**src/hdl/svtrc_pkg.sv**
```systemverilog
// ----------------------------------------------------------------------------
// svtrc_pkg: shared types and constants of the sorted value table
// Entry layout, cell command, cell flags, controller states and codes.
// ----------------------------------------------------------------------------
package svtrc_pkg;

    localparam int CAPACITY = 1024;
    localparam int IDX_W    = $clog2(CAPACITY);
    localparam int NPOW     = 1 << IDX_W;
    localparam int CNT_W    = $clog2(CAPACITY + 1);
    localparam int OUT_W    = 11;
    localparam int ID_W     = 16;
    localparam int VAL_W    = 32;
    localparam int MODE_W   = 2;
    localparam int STAT_W   = 2;
    localparam int ENC_LAT  = IDX_W;
    localparam int LAT_W    = $clog2(ENC_LAT + 1);

    localparam logic [MODE_W-1:0] MODE_INSERT = 2'd0;
    localparam logic [MODE_W-1:0] MODE_UPDATE = 2'd1;
    localparam logic [MODE_W-1:0] MODE_COUNT  = 2'd2;

    localparam logic [STAT_W-1:0] STATUS_OK      = 2'd0;
    localparam logic [STAT_W-1:0] STATUS_FULL    = 2'd1;
    localparam logic [STAT_W-1:0] STATUS_MISSING = 2'd2;

    typedef struct packed {
        logic [ID_W-1:0]  house_id;
        logic [ID_W-1:0]  plug_id;
        logic [VAL_W-1:0] value;
    } entry_t;

    typedef enum logic [1:0] {
        CELL_HOLD,
        CELL_INSERT,
        CELL_REMOVE
    } cell_op_t;

    typedef struct packed {
        cell_op_t         op;
        logic [ID_W-1:0]  house_id;
        logic [ID_W-1:0]  plug_id;
        logic [VAL_W-1:0] value;
        logic [VAL_W-1:0] old_value;
        logic [IDX_W-1:0] remove_at;
        logic [CNT_W-1:0] total;
    } cell_cmd_t;

    typedef struct packed {
        logic le;
        logic gt_edge;
        logic match;
    } cell_flags_t;

    typedef enum logic [2:0] {
        ST_IDLE,
        ST_INSERT,
        ST_WAIT,
        ST_REMOVE,
        ST_FINISH
    } state_t;

endpackage

```
**src/hdl/svtrc_cell.sv**
```systemverilog
// ----------------------------------------------------------------------------
// svtrc_cell: one slot of the sorted row
// Holds one entry, compares it against the broadcast key and shifts
// toward or away from its neighbors on insert and remove.
// ----------------------------------------------------------------------------
module svtrc_cell (
    input  logic                          aclk,
    input  logic [svtrc_pkg::IDX_W-1:0]   cell_index,
    input  svtrc_pkg::cell_cmd_t          cmd,
    input  svtrc_pkg::entry_t             left_entry,
    input  logic                          left_le,
    input  svtrc_pkg::entry_t             right_entry,
    output svtrc_pkg::entry_t             entry_q,
    output svtrc_pkg::cell_flags_t        flags
);

    svtrc_pkg::entry_t entry_reg;
    svtrc_pkg::entry_t entry_next;
    svtrc_pkg::entry_t new_entry;
    logic              valid;
    logic              le;

    assign valid = svtrc_pkg::CNT_W'(cell_index) < cmd.total;
    assign le    = valid && (entry_reg.value <= cmd.value);

    assign flags.le      = le;
    assign flags.gt_edge = !le && left_le;
    assign flags.match   = valid && (entry_reg.house_id == cmd.house_id)
                           && (entry_reg.plug_id == cmd.plug_id)
                           && (entry_reg.value == cmd.old_value);

    assign new_entry.house_id = cmd.house_id;
    assign new_entry.plug_id  = cmd.plug_id;
    assign new_entry.value    = cmd.value;

    always_comb begin
        entry_next = entry_reg;
        unique case (cmd.op)
            svtrc_pkg::CELL_INSERT: begin
                if (le) begin
                    entry_next = entry_reg;
                end else if (left_le) begin
                    entry_next = new_entry;
                end else begin
                    entry_next = left_entry;
                end
            end
            svtrc_pkg::CELL_REMOVE: begin
                if (cell_index >= cmd.remove_at) begin
                    entry_next = right_entry;
                end
            end
            default: entry_next = entry_reg;
        endcase
    end

    always_ff @(posedge aclk) begin
        entry_reg <= entry_next;
    end

    assign entry_q = entry_reg;

endmodule

```
**config.mk**
```make
export PLATFORM = sky130hd
export DESIGN_NAME = svtrc_cell
export DESIGN_NICKNAME = d
export VERILOG_FILES = /design/src/hdl/svtrc_pkg.sv /design/src/hdl/svtrc_cell.sv
export SDC_FILE = /design/constraint.sdc
export NUM_CORES = 1
export LEC_CHECK = 0
export BUFFER_PORTS_ARGS = -buffer_cell sky130_fd_sc_hd__buf_4
export CAP_MARGIN = 20
export CORE_AREA = 2 2 125 127
export CTS_BUF_LIST = sky130_fd_sc_hd__clkbuf_2
export DETAILED_ROUTE_END_ITERATION = 8
export DIE_AREA = 0 0 127 129
export PLACE_DENSITY = 0.68
export SYNTH_ARGS = -nofsm -noshare
export SYNTH_HDL_FRONTEND = slang
export SYNTH_SLANG_ARGS = --single-unit
export TNS_END_PERCENT = 30
```
**constraint.sdc**
```tcl
create_clock -name aclk -period 10.8 [get_ports aclk]
set_clock_uncertainty 0.1 [all_clocks]
set_input_delay 1.62 -clock aclk [delete_from_list [all_inputs] [get_ports aclk]]
set_output_delay 1.62 -clock aclk [all_outputs]
set_load 0.01 [all_outputs]
```
-- Word-level counts from Yosys, hierarchy flattened
Cells that the tools add are included.
- output and inout port bits: 67
- input port bits: 259
- register bits after elaboration: 64
- logic and storage cells: 25
- muxes and demuxes: 4
- reductions and logical operators: 8
- order comparisons: 3
- equal/unequal tests: 7
- operators by type and width (operator ; count):
    2-to-1 mux 64 bit ; 3
    one-hot mux 64 bit (2 select lines) ; 1
    == test 16 bit ; 2
    == test 32 bit ; 1
    less-or-equal comparator 32 bit ; 1
    < comparator 10 x 11 -> 1 bit ; 1
    >= comparator 10 bit ; 1
    logical AND 1 bit ; 5
    != test 2 bit, second input constant ; 2
    AND reduction 3 bit ; 1
    == test 2 x 1 -> 1 bit, second input constant ; 1
    == test 2 bit, second input constant ; 1
    nonzero test 2 bit ; 1
    zero test 1 bit ; 1

-- Logic depth before layout (Yosys ltp)
Gate-level depths: netlist of the first run.
- depth in word-level cells: 4
- mapped depth: 9
- mapped depth without buffers: 8

-- Worst setup path before layout of the first run
Ideal clock, no wire load.
- path kind: input -> register
- start: input cmd[68] (netlist bit)
- end: register entry_reg, in the netlist entry_q[0] (enable)
- arrival time: 7.609 ns
- path buffers: 0
- library setup time: 0.602 ns
- slack: 2.490 ns
- cell stages on the path: 7
- required time: 10.098 ns
- cells stage by stage: inv_1 ha_1 nand4_1 nor2_1 nand3_1 a31oi_1 a311oi_1
- word-level cells in the longest chain between the ends: 4
- RTL lines (item ; line ; source):
    start, declared ; svtrc_cell.sv:9 ; input svtrc_pkg::cell_cmd_t cmd,
    less-or-equal comparator 32 bit ; svtrc_cell.sv:24 ; assign le = valid && (entry_reg.value <= cmd.value);
    logical AND 1 bit ; svtrc_cell.sv:24 ;
    != test 2 bit (no source line) ; -- ;
    AND reduction 3 bit (no source line) ; -- ;
    end signal, assigned ; svtrc_cell.sv:58 ; entry_reg <= entry_next;
    end, declared ; svtrc_cell.sv:17 ; svtrc_pkg::entry_t entry_reg;
No other way between the ends.
A chain may end at the register's enable or synchronous reset.

==> results of run 1 <==
==> metrics by stage <==
stage	power, mW	cell area [um2]	util [%]
floorplan	0.481	5250	-
global placement	0.649	7880	52.6
detailed placement	0.653	7880	52.6
CTS	0.805	7990	53.3
global route	0.843	7990	53.3
finish	0.797	7990	53.4
==> cells in the final DEF (no fill, tap or decap), types with 2 or more instances in the layout <==
master      n
a211o_1     2
a211oi_1    5
a21o_1      4
a21oi_1    15
a31oi_1     3
buf_4     328
clkbuf_2    9
clkinv_2    4
edfxtp_1   64
ha_1       52
inv_1      53
mux2i_1    64
nand2_1    71
nand2b_1    3
nand3_1     3
nand4_1    26
nor2_1      8
nor2b_1     2
nor4_1      4
o211ai_1    2
o21a_1      3
o21ai_0    68
xnor2_1    64
==> worst register-to-register path: cells and delay by family (launching register included) <==
| family | cells | cell delay, ps |
|---|---|---|
| AO/OA/AOI/OAI | 5 | 1090 |
| adder cells (fa/ha/maj) | 1 | 340 |
| AND/OR/NAND/NOR | 1 | 120 |
| buffers and inverters | 1 | 770 |
| flip-flops | 1 | 540 |
==> worst max path at each step <==
| stage | depth (start not counted) | slack, ps | end | from |
|---|---|---|---|---|
| finish | 10 | 5510 | flags[1] | cmd[83] |
| global placement | 7 | 5390 | flags[0] | cmd[49] |
| CTS | 7 | 5460 | flags[0] | cmd[49] |
| detailed placement | 7 | 5470 | flags[0] | cmd[49] |
| global route | 10 | 5290 | flags[1] | cmd[83] |
| floorplan | 7 | 2490 | entry_q[0] | cmd[68] |
==> final cells by class <==
cell class                 count  area (um2)
antenna                        1        2.50
tap                          188         235
sequential                    64        1920
timing repair buffer         328        2460
clock inverter                 7        62.6
fill                        1435        6980
multi-input combinational    409        3060
inverter                      53         199
clock buffer                   9        45.0
==> per-layer routing <==
metal / track usage, % / part of all wire (%) / vias to the layer above
li1: - / - / 2589
met1: 26.3 / 38 / 2378
met2: 42.8 / 52 / 218
met3: 7.69 / 8.6 / 21
met4: 7.89 / 1.9 / 0
met5: 0 / 0 / -
==> power breakdown <==
group          total (mW)  internal (mW)  switching, mW
Combinational       0.306          0.162          0.144
Sequential          0.338          0.313         0.0253
Clock               0.153         0.0515          0.102
==> logic make-up after synthesis <==
kind of cell,Yosys count,synth area share [%]
buffers and inverters,75,5.58
DFF,64,36.6
AOI/OAI and AO/OA,108,11.7
and+or+nand+nor,120,10.6
adders and majority gates,53,12.6
muxes,64,12.2
xor gates and xnor gates,64,10.7
==> impl_metrics.py, run 1 <==
metrics = {
    "synth": {
        "synth_top_area_cell": "edfxtp_1",
        "synth_area_leaders": "edfxtp_1 (37%), ha_1 (13%), mux2i_1 (12%), xnor2_1 (11%), o21ai_0 (6.5%)",
        "yosysSeqAreaShare_pct": 36.6,
        "ys.flop_type": "edfxtp_1",
        "synth_most_common_cell": "nand2_1",
        "synth_area_um2": 5250,
        "synthDistinctLibCells": 33,
        "synth.yosys.warnings": 0,
        "avgSynthCellArea_um2": 9.58,
        "ys_async_sr_fraction_pct": 0,
        "synth_edf_count": 64,
        "synth_fp_nets": 860,
        "yosys.area.top_type_share_pct": 36.6,
        "synth_commonest_cells": "nand2_1 (71), o21ai_0 (68), edfxtp_1 (64), mux2i_1 (64), xnor2_1 (64)",
        "ys_seq_elements": 64,
        "synth_cells": 548,
    },
    "sta": {
        "slew-limit-headroom_pct": 36.9,
        "fin_crit_sh_pct": 49.0,
        "drv_slew": 0,
        "grt_setup_unrepaired": "no",
        "finalSetupViolCount": 0,
        "setup_ws_ps": 5510,
        "tightest_slew_ps": 947,
        "whs_ps": 1220,
        "final-hold-violation-count": 0,
        "max_freq_mhz": 189,
        "post-route-min-period_ps": 5290,
        "tns_ps": 0,
    },
    "floorplan": {
        "fp.dieH_um": 129,
        "fp.coreArea_um2": 15000,
        "dieArea_um2": 16400,
        "fp.dieW_um": 127,
        "start_util_pct": 35.0,
        "ioPinCount": 326,
        "fp-row-count": 45,
    },
    "critical_path": {
        "r2r_slack_ps": 7450,
        "crit_path_start_kind": "input port",
        "path_cells": "buf_4, inv_1, ha_1, nand4_1, nor4_2, nand3_1, o31a_1, a31oi_1, a21boi_0, buf_4",
        "cp.required_ps": 9080,
        "crit_path_max_incr_delay_ps": 360,
        "reg2regPathDepth": 8,
        "crit-reg2reg-launch": "entry_q[1]",
        "timing.rr.end": "entry_q[1]",
        "crit_slowest_cell": "a31oi_1",
        "critical_path.most_common_cell": "buf_4",
        "path_delay_family": "simple AND/OR/NAND/NOR gates",
        "cp.arrival_ps": 3570,
        "crit_buf_inv": 3,
        "worstSetupPathType": "in -> out",
        "path_max_fanout": 3,
        "end_kind": "output port",
    },
    "route": {
        "drc_errors": 0,
        "vias": 5206,
        "via_per_inst": 4.92,
        "antenna_left": 0,
        "wl_per_cell_um": 18.7,
        "firstDrtPassIters": 4,
        "finalWirelength_um": 19800,
        "drtIter0Drc": 212,
    },
    "clock_network": {
        "ctsResizeCount": 0,
        "cts_sinks": 64,
        "cts_inserted_buffers": 9,
        "cts_tree": "done",
        "clk_latency_ps": 550,
        "clk_pin_slew_worst_paths_ps": 210,
        "cts_setup_buffers": 0,
        "cts_root_buf": "clkbuf_2",
        "hold_buffers": 0,
        "cts.path.max_buffers": 2,
        "h-tree-depth": 3,
    },
    "placement": {
        "pre_cts_slack_ps": 5470,
        "placed_cells": 1042,
        "port_buffers": 325,
        "place.gp.congestion": 0.900,
        "place_hpwl_um": 16300,
    },
    "worst_hold_path": {
        "hp-start": "right_entry[10]",
        "holdPathEnd": "entry_q[10]",
        "hold_class": "in -> reg",
        "whs_path_depth": 3,
    },
    "pwr": {
        "p_leak_nw": 3.80,
        "vdd_drop_max_mv": 0.0539,
        "pwr_density_cell_nw_per_um2": 99.7,
    },
    "global_route": {
        "grt_pass1_wl_um": 28900,
        "antenna_found_initial": 1,
        "track_usage_pct": 23.7,
        "grt_max_degree": 72,
        "grt_pass1_vias": 5216,
        "overflow": 0,
    },
    "flow_run": {
        "cap_violations": 0,
    },
    "cells_and_area": {
        "drive_gt1_share_pct": 39.9,
        "largest_reg_flops": 64,
        "area_delta_synth_final_pct": 52.3,
        "final_cells": 1059,
        "fin_nets": 1177,
    },
    "outcome": {
        "status": "finished clean",
    },
}
No activity file was read; power rests on OpenSTA's default activity.
==> run 2: changes to the inputs <==
==> constraint.sdc (replaced) <==
create_clock -name aclk -period 5.4 [get_ports aclk]
set_clock_uncertainty 0.1 [all_clocks]
set_input_delay 0.81 -clock aclk [delete_from_list [all_inputs] [get_ports aclk]]
set_output_delay 0.81 -clock aclk [all_outputs]
set_load 0.01 [all_outputs]
==> run 2 against run 1 <==
Clock-buffer cell count did not move. Flip-flop and latch count did not move. Hold slack got worse by 770 ps. Register-to-register slack got worse by 5400 ps. Via count fell by 0.83%. First-iteration DRC count fell by 15%. Final cell count barely moved. Clock power rose by 95%. Critical path type is now reg -> out.
==> impl_metrics.py, run 2 (synthesis results as in run 1) <==
metrics = {
    "outcome": {
        "status": "finished clean",
    },
    "placement": {
        "place_hpwl_um": 16100,
        "port_buffers": 325,
        "place.gp.congestion": 0.830,
    },
    "clock_network": {
        "clk_latency_ps": 510,
        "cts_sinks": 64,
        "cts_setup_buffers": 0,
        "h-tree-depth": 3,
        "hold_buffers": 0,
        "clk_pin_slew_worst_paths_ps": 210,
        "cts_inserted_buffers": 9,
        "cts.path.max_buffers": 2,
        "cts_root_buf": "clkbuf_2",
        "ctsResizeCount": 0,
        "cts_tree": "done",
    },
    "pwr": {
        "pwr_density_cell_nw_per_um2": 198,
        "power_mw": 1.58,
        "p_leak_nw": 3.80,
        "vdd_drop_max_mv": 0.131,
    },
    "route": {
        "antenna_left": 0,
        "drc_errors": 0,
        "vias": 5163,
        "via_per_inst": 4.88,
        "drtIter0Drc": 181,
        "finalWirelength_um": 19400,
        "wl_per_cell_um": 18.3,
        "firstDrtPassIters": 4,
    },
    "critical_path": {
        "cp.arrival_ps": 2960,
        "crit_path_start_kind": "register",
        "cp.required_ps": 4490,
        "end_kind": "output port",
        "path_max_fanout": 3,
        "worstSetupPathType": "reg -> out",
    },
    "flow_run": {
        "cap_violations": 0,
    },
    "sta": {
        "tns_ps": 0,
        "post-route-min-period_ps": 3870,
        "drv_slew": 0,
        "finalSetupViolCount": 0,
        "max_freq_mhz": 258,
        "slew-limit-headroom_pct": 39.3,
        "fin_crit_sh_pct": 71.7,
        "final-hold-violation-count": 0,
        "whs_ps": 455,
        "grt_setup_unrepaired": "no",
        "tightest_slew_ps": 911,
    },
    "global_route": {
        "antenna_found_initial": 0,
        "grt_pass1_vias": 5157,
        "overflow": 0,
        "grt_pass1_wl_um": 27900,
        "track_usage_pct": 22.7,
        "grt_max_degree": 67,
    },
    "floorplan": {
        "dieArea_um2": 16400,
        "fp.dieW_um": 127,
        "ioPinCount": 326,
        "fp-row-count": 45,
        "fp.coreArea_um2": 15000,
        "start_util_pct": 35.0,
        "fp.dieH_um": 129,
    },
    "cells_and_area": {
        "regArea_um2": 1920,
        "multiInputGateArea_um2": 3060,
        "diodes": 0,
        "final_common_cell": "buf_4",
        "fin_nets": 1177,
        "drive_gt1_share_pct": 39.9,
        "largest_reg_flops": 64,
        "fillers": 1436,
        "area_delta_synth_final_pct": 52.2,
        "final_cell_mix": "buf_4 (328), nand2_1 (71), o21ai_0 (68)",
    },
    "worst_hold_path": {
        "hold_class": "in -> reg",
    },
}
[run 2: cell count changes in the layout (fill, tap and decap cells not counted), sizes merged]
| cell | delta |
|---|---|
| diode | -1 |
[run 2: worst paths after layout]
check                                     start     endpoint  slack, ps  depth (start not counted)
worst max-delay path                entry_q[30]     flags[1]       1530                          8
worst min-delay path            right_entry[40]  entry_q[40]        460                          3
worst max register to register      entry_q[15]  entry_q[23]       2080                          7
worst min register to register      entry_q[20]  entry_q[19]       1770                          6
[run 2: worst max-delay path, stage by stage, from the launching register on]
cell and delay [ps]:
edfxtp_1 490, ha_1 330, nand4_1 200, nor4_2 370, nand3_1 200, o31a_1 150
a31oi_1 300, a21boi_0 210, buf_4 190
[run 2: area by class of cell]
type,instances,area share [%]
tap,188,2.94
clock inverter,7,0.783
clock buffer,9,0.564
inverter,53,2.49
sequential,64,24.1
timing repair buffer,328,30.8
multi-input combinational,409,38.3
[run 2: per-stage QoR]
step                setup slack [ps]  utilization, %  cell area, um2  instances
global placement                1700            52.6            7880       1042
global route                    1270            53.3            7990       1058
CTS                             1480            53.3            7990       1058
floorplan                        144               -            5260        548
detailed placement              1630            52.6            7880       1042
finish                          1530            53.3            7990       1058
[run 2: layer usage]
metal	GRT usage (%)	vias to the layer above	part of all wire [%]
met3	6.11	12	7.5
li1	-	2597	-
met2	43.2	213	53
met1	25.7	2341	39
met4	4.01	0	0.89
met5	0	-	0
[run 2: report_power, final]
part | internal (mW) | switching (mW)
Sequential | 0.626 | 0.0516
Clock | 0.103 | 0.196
Combinational | 0.324 | 0.282
==> run 3: changes to the inputs <==
==> constraint.sdc (replaced) <==
create_clock -name aclk -period 3.57 [get_ports aclk]
set_clock_uncertainty 0.1 [all_clocks]
set_input_delay 0.5355 -clock aclk [delete_from_list [all_inputs] [get_ports aclk]]
set_output_delay 0.5355 -clock aclk [all_outputs]
set_load 0.01 [all_outputs]
==> run 3 against run 2 <==
Combinational power grew 61%. Global-route usage rose by 0.95 points. Sequential power rose by 50%. Highest routed layer unchanged.
==> impl_metrics.py, run 3 (synthesis results as in run 1) <==
metrics = {
    "critical_path": {
        "end_kind": "output port",
        "crit-reg2reg-launch": "entry_q[1]",
        "worstSetupEndpoint": "flags[2]",
        "path_max_fanout": 3,
        "worstSetupPathType": "reg -> out",
        "cp.required_ps": 2930,
        "crit_path_start_kind": "register",
        "r2r_slack_ps": 430,
        "cp.arrival_ps": 2770,
        "timing.rr.end": "entry_q[0]",
        "reg2regPathDepth": 9,
        "crit_start": "entry_q[29]",
    },
    "outcome": {
        "status": "finished clean",
    },
    "cells_and_area": {
        "final_cell_mix": "buf_4 (336), nand2_1 (71), o21ai_0 (68)",
        "area_delta_synth_final_pct": 55.8,
        "fin_nets": 1188,
        "drive_gt1_share_pct": 41.8,
        "final_common_cell": "buf_4",
        "fin_area_um2": 8180,
        "largest_reg_flops": 64,
        "diodes": 0,
    },
    "floorplan": {
        "fp.dieH_um": 129,
        "dieArea_um2": 16400,
        "fp.coreArea_um2": 15000,
        "start_util_pct": 35.0,
        "fp-row-count": 45,
        "ioPinCount": 326,
        "fp.dieW_um": 127,
    },
    "route": {
        "vias": 5228,
        "wl_per_cell_um": 18.6,
        "firstDrtPassIters": 4,
        "finalWirelength_um": 19900,
        "antenna_left": 0,
        "drtIter0Drc": 174,
        "drc_errors": 0,
        "via_per_inst": 4.90,
    },
    "pwr": {
        "p_leak_nw": 3.86,
        "pwr_density_cell_nw_per_um2": 290,
        "vdd_drop_max_mv": 0.180,
    },
    "global_route": {
        "grt_max_degree": 83,
        "track_usage_pct": 23.6,
        "overflow": 0,
        "grt_pass1_wl_um": 28900,
        "grt_pass1_vias": 5170,
        "antenna_found_initial": 0,
    },
    "clock_network": {
        "clk_pin_slew_worst_paths_ps": 200,
        "cts_tree": "done",
        "clk_latency_ps": 550,
        "cts_root_buf": "clkbuf_2",
        "cts.path.max_buffers": 2,
        "hold_buffers": 0,
        "h-tree-depth": 3,
        "cts_inserted_buffers": 9,
        "cts_sinks": 64,
    },
    "sta": {
        "tightest_slew_ps": 704,
        "whs_ps": 134,
        "final-hold-violation-count": 0,
        "fin_crit_sh_pct": 95.3,
        "slew-limit-headroom_pct": 53.1,
        "tns_ps": 0,
        "drv_slew": 0,
        "post-route-min-period_ps": 3400,
        "max_freq_mhz": 294,
        "finalSetupViolCount": 0,
    },
    "placement": {
        "placed_area_um2": 8010,
        "place_hpwl_um": 16600,
        "place.gp.congestion": 0.833,
        "port_buffers": 325,
    },
    "worst_hold_path": {
        "hold_class": "in -> reg",
    },
    "flow_run": {
        "cap_violations": 0,
    },
}
run 3: cell types whose count changed in the layout (fill, tap and decap cells not counted), moves of 3 or more:
cell    before  now
buf_4      328  336
inv_2        0    3
ha_4         1    5
ha_1        52   48
inv_1       53   49
buf_12       0    3
run 3: timing repair:
action	in CTS	in global routing
buffers inserted	2	7
pin swaps	1	2
endpoints found under the setup margin	2	2
resized for setup	3	1
hold endpoints to repair	0	0
run 3: worst max-delay path, cell delays in order, from the launching register on:
cell and delay (ps):
edfxtp_1 480, ha_1 330, nand4_1 210, nor4_4 370, nand3_2 170, a31oi_2 330
and2_4 210, buf_4 110
run 3: cell type report:
type | count | area, um2
fill | 1440 | 6800
multi-input combinational | 409 | 3150
timing repair buffer | 339 | 2580
sequential | 64 | 1920
tap | 188 | 235
inverter | 53 | 211
clock buffer | 10 | 50.0
clock inverter | 5 | 25.0
run 3: metal layers:
| layer | global-route usage, % | share of wire, % | up-vias |
|---|---|---|---|
| met1 | 27.9 | 40 | 2361 |
| met2 | 42.2 | 50 | 226 |
| li1 | - | - | 2615 |
| met3 | 5.78 | 7.6 | 26 |
| met4 | 7.89 | 2.3 | 0 |
| met5 | 0 | 0 | - |
run 3: per-stage QoR:
| stage | power (mW) | utilization, % | instances | setup WS (ps) |
|---|---|---|---|---|
| floorplan | 1.46 | - | 548 | -294 |
| global placement | 1.99 | 53.5 | 1044 | 366 |
| detailed placement | 2.00 | 53.5 | 1044 | 295 |
| CTS | 2.38 | 54.2 | 1061 | 8.28 |
| global route | 2.52 | 54.6 | 1068 | -3.41 |
| finish | 2.37 | 54.6 | 1068 | 169 |
run 3: worst min path at each step:
stage                          from           to  slack, ps  cells after the start
floorplan           right_entry[62]  entry_q[62]        620                      2
global placement    right_entry[21]  entry_q[21]        710                      3
detailed placement  right_entry[41]  entry_q[41]        720                      3
CTS                 right_entry[41]  entry_q[41]         90                      3
global route         right_entry[1]   entry_q[1]        100                      3
finish              right_entry[41]  entry_q[41]        130                      3
run 3: power breakdown:
group,internal [mW],switching [mW],total [mW]
logic,0.527,0.449,0.976
registers,0.945,0.0781,1.02
clock network,0.0836,0.288,0.371
